File: config.mk
export PLATFORM = sky130hd
export DESIGN_NAME = circular_list_deque_with_search
export DESIGN_NICKNAME = d
export VERILOG_FILES = /design/src/design/cldq_pkg.sv /design/src/design/cldq_ram.sv /design/src/design/cldq_ctrl.sv /design/src/design/cldq_dp.sv /design/src/design/circular_list_deque_with_search.sv
export SDC_FILE = /design/constraint.sdc
export NUM_CORES = 1
export LEC_CHECK = 0
export ABC_AREA = 1
export BUFFER_PORTS_ARGS = -buffer_cell sky130_fd_sc_hd__clkbuf_2
export CORE_MARGIN = 2
export CORE_UTILIZATION = 43
export DETAILED_ROUTE_END_ITERATION = 6
export GPL_ROUTABILITY_DRIVEN = 0
export PLACE_DENSITY = 0.63
export SETUP_SLACK_MARGIN = 0.15
export SLEW_MARGIN = 10
export SYNTH_ARGS = -nofsm -noshare
export SYNTH_HDL_FRONTEND = slang
export SYNTH_SLANG_ARGS = --single-unit
File: constraint.sdc
create_clock -name clk_i -period 5.6 [get_ports clk_i]
set_clock_uncertainty 0.2 [all_clocks]
set_input_delay 1.12 -clock clk_i [delete_from_list [all_inputs] [get_ports clk_i]]
set_output_delay 1.12 -clock clk_i [all_outputs]
set_load 0.01 [all_outputs]
File: src/design/cldq_pkg.sv
// Shared constants and types of the circular deque with search.
// No dependencies; used by the controller, the datapath, the top level and the checker.
package cldq_pkg;

  localparam int DEPTH_DEF = 16;
  localparam int MODE_W    = 3;
  localparam int DATA_W    = 32;
  localparam int STS_W     = 2;
  localparam int POS_W     = 5;
  localparam int S_TDATA_W = 40;
  localparam int M_TDATA_W = 40;

  localparam logic [MODE_W-1:0] MODE_PUSH_FRONT = 3'd0;
  localparam logic [MODE_W-1:0] MODE_PUSH_BACK  = 3'd1;
  localparam logic [MODE_W-1:0] MODE_POP_FRONT  = 3'd2;
  localparam logic [MODE_W-1:0] MODE_POP_BACK   = 3'd3;
  localparam logic [MODE_W-1:0] MODE_SEARCH     = 3'd4;
  localparam logic [MODE_W-1:0] MODE_READ_OUT   = 3'd5;

  localparam logic [STS_W-1:0] STS_OK    = 2'd0;
  localparam logic [STS_W-1:0] STS_FULL  = 2'd1;
  localparam logic [STS_W-1:0] STS_EMPTY = 2'd2;
  localparam logic [STS_W-1:0] STS_MISS  = 2'd3;

  typedef enum logic [2:0] {
    S_IDLE   = 3'b001,
    S_SEARCH = 3'b010,
    S_DUMP   = 3'b100
  } state_e;

  typedef struct packed {
    logic              take;
    logic              upd;
    logic              walk_start;
    logic              step;
    logic              load;
    logic [STS_W-1:0]  sts;
    logic              with_pos;
    logic              with_data;
    logic              last;
  } cmd_t;

  typedef struct packed {
    logic [MODE_W-1:0] mode;
    logic              full;
    logic              empty;
    logic              match;
    logic              walk_last;
    logic              out_free;
  } stat_t;

endpackage

File: src/design/cldq_ram.sv
// Generic simple dual-port RAM with one write port and one registered read port.
// Self-contained; used by the deque datapath for the entry store.
module cldq_ram #(
  parameter int WIDTH = 32,
  parameter int DEPTH = 16
) (
  input  logic                     clk_i,
  input  logic                     wr_en_i,
  input  logic [$clog2(DEPTH)-1:0] wr_addr_i,
  input  logic [WIDTH-1:0]         wr_data_i,
  input  logic                     rd_en_i,
  input  logic [$clog2(DEPTH)-1:0] rd_addr_i,
  output logic [WIDTH-1:0]         rd_data_o
);

  logic [WIDTH-1:0] mem_q [DEPTH];
  logic [WIDTH-1:0] rd_data_q;

  always_ff @(posedge clk_i) begin
    if (wr_en_i) begin
      mem_q[wr_addr_i] <= wr_data_i;
    end
    if (rd_en_i) begin
      rd_data_q <= mem_q[rd_addr_i];
    end
  end

  assign rd_data_o = rd_data_q;

endmodule

File: src/design/cldq_ctrl.sv
// Controller state machine of the circular deque: decodes each word and sequences walks.
// Depends on cldq_pkg; drives the datapath through cmd_t and watches it through stat_t.
module cldq_ctrl import cldq_pkg::*; (
  input  logic  clk_i,
  input  logic  rst_ni,
  input  logic  s_valid_i,
  output logic  s_ready_o,
  input  stat_t stat_i,
  output cmd_t  cmd_o
);

  state_e state_q, state_d;

  always_ff @(posedge clk_i or negedge rst_ni) begin
    if (!rst_ni) begin
      state_q <= S_IDLE;
    end else begin
      state_q <= state_d;
    end
  end

  always_comb begin
    cmd_o     = '0;
    state_d   = state_q;
    s_ready_o = 1'b0;
    unique case (state_q)
      S_IDLE: begin
        s_ready_o = stat_i.out_free;
        if (s_valid_i && stat_i.out_free) begin
          cmd_o.take = 1'b1;
          unique case (stat_i.mode)
            MODE_PUSH_FRONT, MODE_PUSH_BACK: begin
              cmd_o.load = 1'b1;
              cmd_o.last = 1'b1;
              if (stat_i.full) begin
                cmd_o.sts = STS_FULL;
              end else begin
                cmd_o.sts = STS_OK;
                cmd_o.upd = 1'b1;
              end
            end
            MODE_POP_FRONT, MODE_POP_BACK: begin
              cmd_o.load = 1'b1;
              cmd_o.last = 1'b1;
              if (stat_i.empty) begin
                cmd_o.sts = STS_EMPTY;
              end else begin
                cmd_o.sts = STS_OK;
                cmd_o.upd = 1'b1;
              end
            end
            MODE_SEARCH, MODE_READ_OUT: begin
              if (stat_i.empty) begin
                cmd_o.load = 1'b1;
                cmd_o.last = 1'b1;
                cmd_o.sts  = STS_EMPTY;
              end else begin
                cmd_o.walk_start = 1'b1;
                state_d = (stat_i.mode == MODE_SEARCH) ? S_SEARCH : S_DUMP;
              end
            end
            default: begin
            end
          endcase
        end
      end
      S_SEARCH: begin
        if (stat_i.match || stat_i.walk_last) begin
          if (stat_i.out_free) begin
            cmd_o.load     = 1'b1;
            cmd_o.last     = 1'b1;
            cmd_o.with_pos = stat_i.match;
            cmd_o.sts      = stat_i.match ? STS_OK : STS_MISS;
            state_d        = S_IDLE;
          end
        end else begin
          cmd_o.step = 1'b1;
        end
      end
      S_DUMP: begin
        if (stat_i.out_free) begin
          cmd_o.load      = 1'b1;
          cmd_o.sts       = STS_OK;
          cmd_o.with_data = 1'b1;
          cmd_o.last      = stat_i.walk_last;
          if (stat_i.walk_last) begin
            state_d = S_IDLE;
          end else begin
            cmd_o.step = 1'b1;
          end
        end
      end
      default: begin
        state_d = S_IDLE;
      end
    endcase
  end

endmodule

File: src/design/cldq_dp.sv
// Datapath of the circular deque: ring pointers, entry RAM, walk cursor and output register.
// Depends on cldq_pkg and cldq_ram; acts only on commands from the controller.
module cldq_dp import cldq_pkg::*; #(
  parameter int DEPTH = DEPTH_DEF
) (
  input  logic                 clk_i,
  input  logic                 rst_ni,
  input  logic [S_TDATA_W-1:0] s_tdata_i,
  output logic [M_TDATA_W-1:0] m_tdata_o,
  output logic                 m_tlast_o,
  output logic                 m_tvalid_o,
  input  logic                 m_tready_i,
  input  cmd_t                 cmd_i,
  output stat_t                stat_o
);

  localparam int AW  = $clog2(DEPTH);
  localparam int CW  = $clog2(DEPTH + 1);
  localparam int SW  = AW + 1;
  localparam int PFW = (CW > POS_W) ? CW : POS_W;

  logic [MODE_W-1:0]        in_mode;
  logic signed [DATA_W-1:0] in_value;

  logic [AW-1:0]            front_q, front_d;
  logic [CW-1:0]            count_q, count_d;
  logic [AW-1:0]            ptr_q, ptr_d;
  logic [AW-1:0]            idx_q, idx_d;
  logic signed [DATA_W-1:0] value_q;

  logic [AW-1:0]            front_inc, front_dec, ptr_inc, back_slot;
  logic [SW-1:0]            back_sum;
  logic [PFW-1:0]           pos_full;

  logic                     wr_en, rd_en;
  logic [AW-1:0]            wr_addr, rd_addr;
  logic [DATA_W-1:0]        rd_data;

  logic                     out_valid_q;
  logic [STS_W-1:0]         out_sts_q;
  logic [POS_W-1:0]         out_pos_q;
  logic [DATA_W-1:0]        out_data_q;
  logic                     out_last_q;

  assign in_mode  = s_tdata_i[MODE_W-1:0];
  assign in_value = s_tdata_i[MODE_W +: DATA_W];

  assign front_inc = (front_q == AW'(DEPTH - 1)) ? '0 : front_q + AW'(1);
  assign front_dec = (front_q == '0) ? AW'(DEPTH - 1) : front_q - AW'(1);
  assign ptr_inc   = (ptr_q == AW'(DEPTH - 1)) ? '0 : ptr_q + AW'(1);
  assign back_sum  = SW'(front_q) + SW'(count_q);
  assign back_slot = (back_sum >= SW'(DEPTH)) ? AW'(back_sum - SW'(DEPTH)) : AW'(back_sum);

  assign wr_en   = cmd_i.upd && ((in_mode == MODE_PUSH_FRONT) || (in_mode == MODE_PUSH_BACK));
  assign wr_addr = (in_mode == MODE_PUSH_FRONT) ? front_dec : back_slot;
  assign rd_en   = cmd_i.walk_start || cmd_i.step;
  assign rd_addr = cmd_i.walk_start ? front_q : ptr_inc;

  cldq_ram #(
    .WIDTH (DATA_W),
    .DEPTH (DEPTH)
  ) u_ram (
    .clk_i     (clk_i),
    .wr_en_i   (wr_en),
    .wr_addr_i (wr_addr),
    .wr_data_i (in_value),
    .rd_en_i   (rd_en),
    .rd_addr_i (rd_addr),
    .rd_data_o (rd_data)
  );

  always_comb begin
    front_d = front_q;
    count_d = count_q;
    if (cmd_i.upd) begin
      unique case (in_mode)
        MODE_PUSH_FRONT: begin
          front_d = front_dec;
          count_d = count_q + CW'(1);
        end
        MODE_PUSH_BACK: begin
          count_d = count_q + CW'(1);
        end
        MODE_POP_FRONT: begin
          front_d = front_inc;
          count_d = count_q - CW'(1);
        end
        MODE_POP_BACK: begin
          count_d = count_q - CW'(1);
        end
        default: begin
        end
      endcase
    end
  end

  always_comb begin
    ptr_d = ptr_q;
    idx_d = idx_q;
    if (cmd_i.walk_start) begin
      ptr_d = front_q;
      idx_d = '0;
    end else if (cmd_i.step) begin
      ptr_d = ptr_inc;
      idx_d = idx_q + AW'(1);
    end
  end

  always_ff @(posedge clk_i or negedge rst_ni) begin
    if (!rst_ni) begin
      front_q <= '0;
      count_q <= '0;
      ptr_q   <= '0;
      idx_q   <= '0;
    end else begin
      front_q <= front_d;
      count_q <= count_d;
      ptr_q   <= ptr_d;
      idx_q   <= idx_d;
    end
  end

  always_ff @(posedge clk_i) begin
    if (cmd_i.take) begin
      value_q <= in_value;
    end
  end

  assign pos_full = PFW'(idx_q) + PFW'(1);

  always_ff @(posedge clk_i or negedge rst_ni) begin
    if (!rst_ni) begin
      out_valid_q <= 1'b0;
    end else if (cmd_i.load) begin
      out_valid_q <= 1'b1;
    end else if (m_tready_i) begin
      out_valid_q <= 1'b0;
    end
  end

  always_ff @(posedge clk_i) begin
    if (cmd_i.load) begin
      out_sts_q  <= cmd_i.sts;
      out_pos_q  <= cmd_i.with_pos ? pos_full[POS_W-1:0] : '0;
      out_data_q <= cmd_i.with_data ? rd_data : '0;
      out_last_q <= cmd_i.last;
    end
  end

  assign m_tvalid_o = out_valid_q;
  assign m_tlast_o  = out_last_q;
  assign m_tdata_o  = M_TDATA_W'({out_data_q, out_pos_q, out_sts_q});

  assign stat_o.mode      = in_mode;
  assign stat_o.full      = (count_q == CW'(DEPTH));
  assign stat_o.empty     = (count_q == '0);
  assign stat_o.match     = (rd_data == value_q);
  assign stat_o.walk_last = (CW'(idx_q) == (count_q - CW'(1)));
  assign stat_o.out_free  = !out_valid_q || m_tready_i;

endmodule

File: src/design/circular_list_deque_with_search.sv
// Top level of the bounded circular deque with search and read out.
// Depends on cldq_pkg, cldq_ctrl, cldq_dp and cldq_ram.
//
// Usage: each word on the slave stream carries an operation code and a 32-bit value.
// Inserts and removals at either end, search and read out each answer on the master
// stream; every answer carries a status, a search position, read-out data and tlast,
// which is set on the final word caused by the request.
// Operation: an insert or a removal answers in the cycle after it is accepted. A search
// reads one stored entry per cycle from the single read port of the entry RAM, from
// the front, and answers at the first match or after the last entry when none matches.
// Read out emits one word per cycle while the receiver takes them, count words in all.
// Throughput: one request is in flight at a time; inserts and removals sustain one
// request per cycle while the receiver keeps up; a search or read out blocks new ones.
// Reset empties the deque at once; the entry RAM is not cleared and never read
// before it is written. When the receiver stalls, the output register holds its
// word, the walk pauses and s_axis_tready stays low until the word is taken.
module circular_list_deque_with_search import cldq_pkg::*; #(
  parameter int DEPTH = DEPTH_DEF
) (
  input  logic                 clk_i,
  input  logic                 rst_ni,
  // s_axis_tdata: mode [2:0], value [34:3], zero fill above.
  input  logic [S_TDATA_W-1:0] s_axis_tdata,
  input  logic                 s_axis_tvalid,
  output logic                 s_axis_tready,
  // m_axis_tdata: status [1:0], position [6:2], data_out [38:7], zero fill above.
  output logic [M_TDATA_W-1:0] m_axis_tdata,
  output logic                 m_axis_tlast,
  output logic                 m_axis_tvalid,
  input  logic                 m_axis_tready
);

  cmd_t  cmd;
  stat_t stat;

  cldq_ctrl u_ctrl (
    .clk_i     (clk_i),
    .rst_ni    (rst_ni),
    .s_valid_i (s_axis_tvalid),
    .s_ready_o (s_axis_tready),
    .stat_i    (stat),
    .cmd_o     (cmd)
  );

  cldq_dp #(
    .DEPTH (DEPTH)
  ) u_dp (
    .clk_i      (clk_i),
    .rst_ni     (rst_ni),
    .s_tdata_i  (s_axis_tdata),
    .m_tdata_o  (m_axis_tdata),
    .m_tlast_o  (m_axis_tlast),
    .m_tvalid_o (m_axis_tvalid),
    .m_tready_i (m_axis_tready),
    .cmd_i      (cmd),
    .stat_o     (stat)
  );

endmodule

# Word-level counts from Yosys, hierarchy flattened
# Memories as Yosys holds them, arrays and structs flattened. A register that Yosys moved wholly into a read port is not among the register bits.
# Cells that the tools add are included.
dict set report totals {
  output_inout_bits 43
  regBits 93
  memories 1
  mem_bits_rw 512
}
# name words word_bits rd rd_ports_with_merged_regs write_ports line
set mem_list {}
lappend mem_list {u_dp.u_ram.mem_q 16 32 1 1 1 cldq_ram.sv:16} ;# logic [WIDTH-1:0] mem_q [DEPTH];
dict set report op_classes {
  addsub 9
  reduce_logical 21
  n_lt_le_gt_ge 1
  n_eq_ne 20
  muxes 54
}
# op n
set ops {}
lappend ops {{$mux W4} 13}
lappend ops {{$mux W3} 12}
lappend ops {{$eq A32 B32 Y1} 1}
lappend ops {{$pmux W3 S3} 3}
lappend ops {{$mux W1} 17}
lappend ops {{$add A4 B1 Y4 const B} 3}
lappend ops {{$ne A2 B1 Y1 const B} 5}
lappend ops {{$pmux W5 S2} 1}
lappend ops {{$eq A3 B2 Y1 const B} 3}
lappend ops {{$eq A3 B3 Y1 const B} 3}
lappend ops {{$eq A4 B4 Y1 const B} 2}
lappend ops {{$pmux W4 S2} 1}
lappend ops {{$reduce_bool A2 Y1} 4}
lappend ops {{$sub A4 B1 Y4 const B} 2}
lappend ops {{$reduce_and A7 Y1} 1}
lappend ops {{$eq A3 B1 Y1 const B} 2}
lappend ops {{$mux W2} 3}
lappend ops {{$pmux W1 S2} 3}
lappend ops {{$reduce_or A2 Y1} 3}
lappend ops {{$add A4 B1 Y5 const B} 1}
lappend ops {{$add A4 B5 Y5} 1}
lappend ops {{$add A5 B1 Y5 const B} 1}
lappend ops {{$eq A4 B5 Y1} 1}
lappend ops {{$eq A5 B5 Y1 const B} 1}
lappend ops {{12 further kinds} 18}

# Depth between registers and ports, before layout
dict set report depth {
  ltp_word 8
  ltp_mapped 16
  ltp_nobuf 14
}

# Modules after synthesis
# From an unflattened synthesis, not the netlist that was laid out.
dict set report unflattened {
  cells_unflattened 2699
  area_unflattened_um2 28009.4
}
# mod cells_each seq_area_each_um2 instances area_per_inst_um2
set modules_own_cells {}
lappend modules_own_cells {cldq_ram 2120 16335.7 1 23050.9}
lappend modules_own_cells {cldq_dp 513 2612.5 1 4590.7}
lappend modules_own_cells {cldq_ctrl 66 76.3 1 367.9}

# Worst setup path after synthesis
# Ideal clock, no wire load.
dict set report synth_path {
  path_kind {input to register}
  from {in m_axis_tready}
  to {reg u_dp.ptr_q[1]}
  required_time_ps 5276
  setup_slack_ps 939
  setup_ps 124
  path_stages 9
  arrival_time_ps 4337
  n_path_buf 0
  path_cell_list {inv_1 > nand2_2 > nand2_1 > nor2_1 > nand2_4 > nand3_1 > inv_1 > nand2_1 > nand2_1}
}
dict set report synth_between {
  elab_chain_cells 5
  word_cells_on_any_way 8
  cone_classes {5 x mux; 3 x reduce/logical}
}
# element line
set synth_rtl {}
lappend synth_rtl {{start: declaration} circular_list_deque_with_search.sv:30} ;# input logic m_axis_tready
lappend synth_rtl {{$logic_or A1 B1 Y1 (*)} cldq_dp.sv:159} ;# assign stat_o.out_free = !out_valid_q || m_tready_i;
lappend synth_rtl {{$logic_and A1 B1 Y1} cldq_ctrl.sv:29} ;# if (s_valid_i && stat_i.out_free) begin
lappend synth_rtl {{$mux W3} cldq_ctrl.sv:29}
lappend synth_rtl {{$mux W3} cldq_ctrl.sv:26} ;# unique case (state_q)
lappend synth_rtl {{$mux W4 or $reduce_bool A2 Y1 (tied branches)} n/a}
lappend synth_rtl {{end signal: assignment} cldq_dp.sv:118} ;# ptr_q <= ptr_d;
lappend synth_rtl {{end: declaration} cldq_dp.sv:27} ;# logic [AW-1:0] ptr_q, ptr_d;
# Mark *: on every way between the ends. The rest lies on a longest branch, timed or not.
# A chain may end at the register's enable or synchronous reset.

# Final worst setup path
dict set report layout_path {
  from {in m_axis_tready}
  to {mem u_dp.u_ram.mem_q[9][30], enable pin}
}
dict set report layout_between {
  elab_chain_cells 7
}
# element line
set layout_rtl {}
lappend layout_rtl {{$logic_or A1 B1 Y1} cldq_dp.sv:159}
lappend layout_rtl {{$logic_and A1 B1 Y1} cldq_ctrl.sv:29}
lappend layout_rtl {{$mux W3} cldq_ctrl.sv:29}
lappend layout_rtl {{$mux W3} cldq_ctrl.sv:26}
lappend layout_rtl {{$logic_and A1 B1 Y1} cldq_dp.sv:54} ;# assign wr_en = cmd_i.upd && ((in_mode == MODE_PUSH_FRONT) || (in_mode == MODE_PUSH_BACK));
lappend layout_rtl {{$mux W1} cldq_ram.sv:20} ;# if (wr_en_i) begin
lappend layout_rtl {{$mux W1 (not written as such)} cldq_ram.sv:21} ;# mem_q[wr_addr_i] <= wr_data_i;
lappend layout_rtl {{end: declaration} cldq_ram.sv:16}
# Every way passes these cells.

==> results.yml <==
cts:
  clock_path_buffers: 3
  cts_sinks: 637
  clk_pin_slew_ps: 60
  post_cts_buffers: 0
  cts-htree-levels: 3
  root_buffer: "clkbuf_16"
  ctsHoldBuffers: 0
  clock_latency_ps: 600
  postCtsResizedCells: 0
  cts_tree: "done"
  cts_buffers: 69
timing:
  fmax_ghz: 0.263
  fin_setup_tns_ps: 0
  final.period_utilization_pct: 67.8
  hold_viol: 0
  timing.final.crit_period_ps: 3800
  slew_headroom_pct: 25.5
  finalSetupViolations: 0
  whs_ps: 309
  maxSlewViolCount: 0
  rsz0062_at_grt: "no"
  tightest_slew_ps: 1120
logic_synthesis:
  synthTopCellsByCount: "nand2_1 (712), edfxtp_1 (616), inv_1 (529), nand3_1 (442), nor2_1 (83)"
  ys_ff_latch: 637
  synth-edff-count: 616
  synth_cells: 2631
  synthesis.area_sq_mm: 0.0279
  synth-main-ff-cell: "edfxtp_1"
  synthArstFlopShare_pct: 3.30
  synth_seq_area_share_pct: 68.2
  yosysUniqueCellTypes: 39
  synth.most_common_cell: "nand2_1"
  ys_warn_count: 0
  mappedNetlistNets: 2686
  syn_area_per_cell_sq_um: 10.6
  synthTopCellsByArea: "edfxtp_1 (66%), nand2_1 (9.6%), nand3_1 (7.9%), inv_1 (7.1%), dfrtp_1 (1.8%)"
  yosys.area.top_type_share_pct: 66.3
  synth_top_cell_by_area: "edfxtp_1"
routing:
  wire_per_inst_um: 18.2
  drc: 0
  first_pass_iters: 5
  postRouteAntennaNets: 0
  viasPerCell: 4.97
  routed_wl_mm: 65.8
  drt_iter0_markers: 1500
  vias: 18000
min_path:
  hp-class: "input port to async pin"
global_routing:
  grt_start_max_net_pins: 120
  first_global_vias: 17700
  grt_pass1_wl_mm: 100
  antenna_found_initial: 2
  grt_usage_pct: 19.7
  grt_overflow: 0
power:
  ir_worst_vdd_mv: 0.572
  clkPwrFrac_pct: 28.2
  comb_power_share_pct: 34.6
  switchingPower_uw: 5990
  cellPowerDensity_mw_per_mm2: 509
  sw_frac_of_total_pct: 37.5
  leakagePower_uw: 0.0133
  power_uw: 16000
  internal_power_uw: 9980
  pwr-share-seq_pct: 37.2
critical_path:
  crit_type: "input port to register"
  end_kind: "register"
  cp_slowest_cell: "nor2_4"
  cp-start-kind: "input port"
  worstReg2RegStart: "u_dp.count_q[0]"
  crit_path_max_fanout: 23
  critPathLaunch: "m_axis_tready"
  r2r_setup_slack_ps: 1830
  crit_chain: "clkbuf_2 > inv_1 > nand2_2 > nand2_1 > inv_1 > nand2_2 > nor2_1 > nand2_1 > nor2_1 > nand3_1 > nor2_4 > buf_4"
  worstPathArrival_ps: 3830
  worst-r2r-cell-count: 10
  critPathMaxStageDelay_ps: 560
  rr_endpoint: "u_dp.u_ram.mem_q[9][30]"
  worstPathRequired_ps: 5630
layout:
  fin_nets: 2769
  syn_to_final_growth_pct: 12.5
  drive_above_1_share_pct: 9.30
status:
  run_status: "complete, no violations"
floorplanning:
  io_pins: 87
  coreArea_sq_mm: 0.0643
  initial_core_util_pct: 43.4
  die_area_sq_mm: 0.0670
  dieWidth_um: 259
  rows: 93
  die_h_um: 259
flow_run:
  cap_violations: 0
place:
  dp_hpwl_mm: 35.8
  place.port_buffers: 80
## critical path: cells and delay by family
family	cells	cell delay, ps
buffers and inverters	4	750
and+or+nand+nor	8	1940
## logic make-up after synthesis
| group | after synthesis | share of synthesized area [%] |
|---|---|---|
| compound gates | 40 | 0.802 |
| fa+ha+maj | 11 | 0.520 |
| flops | 637 | 68.2 |
| buf+inv | 643 | 10.1 |
| xor+xnor | 39 | 1.22 |
| simple gates | 1260 | 19.2 |
| other cells | 1 | 0.0134 |
## metal layers
metal	up-vias	wire length, um	track usage [%]
met5	-	0	0
met4	0	2280	8.90
met3	148	4430	3.21
met2	602	31700	32.9
met1	8622	27400	25.5
li1	8637	-	-
## worst max-delay path by stage
stage                              endpoint  slack [ps]  cells past startpoint
CTS                 u_dp.u_ram.mem_q[8][30]        1860                     12
global route        u_dp.u_ram.mem_q[9][30]        1600                     10
detailed placement  u_dp.u_ram.mem_q[8][22]        1240                     12
global placement    u_dp.u_ram.mem_q[9][23]        1310                     12
floorplan                     u_dp.ptr_q[1]         940                      9
finish              u_dp.u_ram.mem_q[9][30]        1800                     12
## state kept, by name, indices dropped and copies added (netlist names), 2 cells and up
signal and count:
u_dp.idx_q 4, u_dp.u_ram.rd_data_o 32, u_dp.out_data_q 32, u_dp.value_q 32
u_dp.u_ram.mem_q 512, u_dp.count_q 5, u_dp.out_sts_q 2, u_dp.out_pos_q 5
u_dp.front_q 4, u_dp.ptr_q 4, u_ctrl.state_q 3
## layout make-up
| cell class | count | area (sq um) |
|---|---|---|
| Timing Repair Buffer | 121 | 808 |
| Antenna cell | 2 | 5.00 |
| Clock inverter | 38 | 398 |
| Multi-Input combinational cell | 1351 | 6260 |
| Clock buffer | 83 | 1820 |
| Tap cell | 855 | 1070 |
| Fill cell | 5665 | 33000 |
| Sequential cell | 637 | 19000 |
| Inverter | 534 | 2010 |
## power by group through the flow
stage               Clock (uW)  Sequential (uW)  Combinational (uW)
global placement             0             6020                5420
CTS                       4590             5940                5540
global route              4760             5970                6160
finish                    4500             5930                5530
floorplan                    0             6030                4060
detailed placement           0             6030                5510
## placed cells by master (no fill, tap or decap), types with 7 or more instances in the layout
| cell type | instances |
|---|---|
| dfrtp_1 | 20 |
| xnor2_1 | 29 |
| clkbuf_2 | 80 |
| clkinv_2 | 9 |
| nand3_1 | 441 |
| nand2_1 | 711 |
| ha_1 | 10 |
| o21ai_0 | 25 |
| edfxtp_1 | 616 |
| clkbuf_1 | 12 |
| nor2_1 | 66 |
| inv_1 | 529 |
| clkinv_1 | 16 |
| xor2_1 | 10 |
| nor2_4 | 18 |
| clkbuf_16 | 71 |
| buf_4 | 33 |
| bufinv_16 | 7 |
| buf_12 | 8 |
## stage by stage
stage	setup slack (ps)	instances	area [sq um]	utilization, %
after detailed placement	1240	3498	29200	45.3
after global routing	1600	3621	31400	48.8
after global placement	1310	3498	29200	45.3
final	1800	3621	31400	48.8
after floorplan	939	2631	27900	-
after CTS	1860	3619	31400	48.8
No activity file was read; power rests on OpenSTA's default activity.
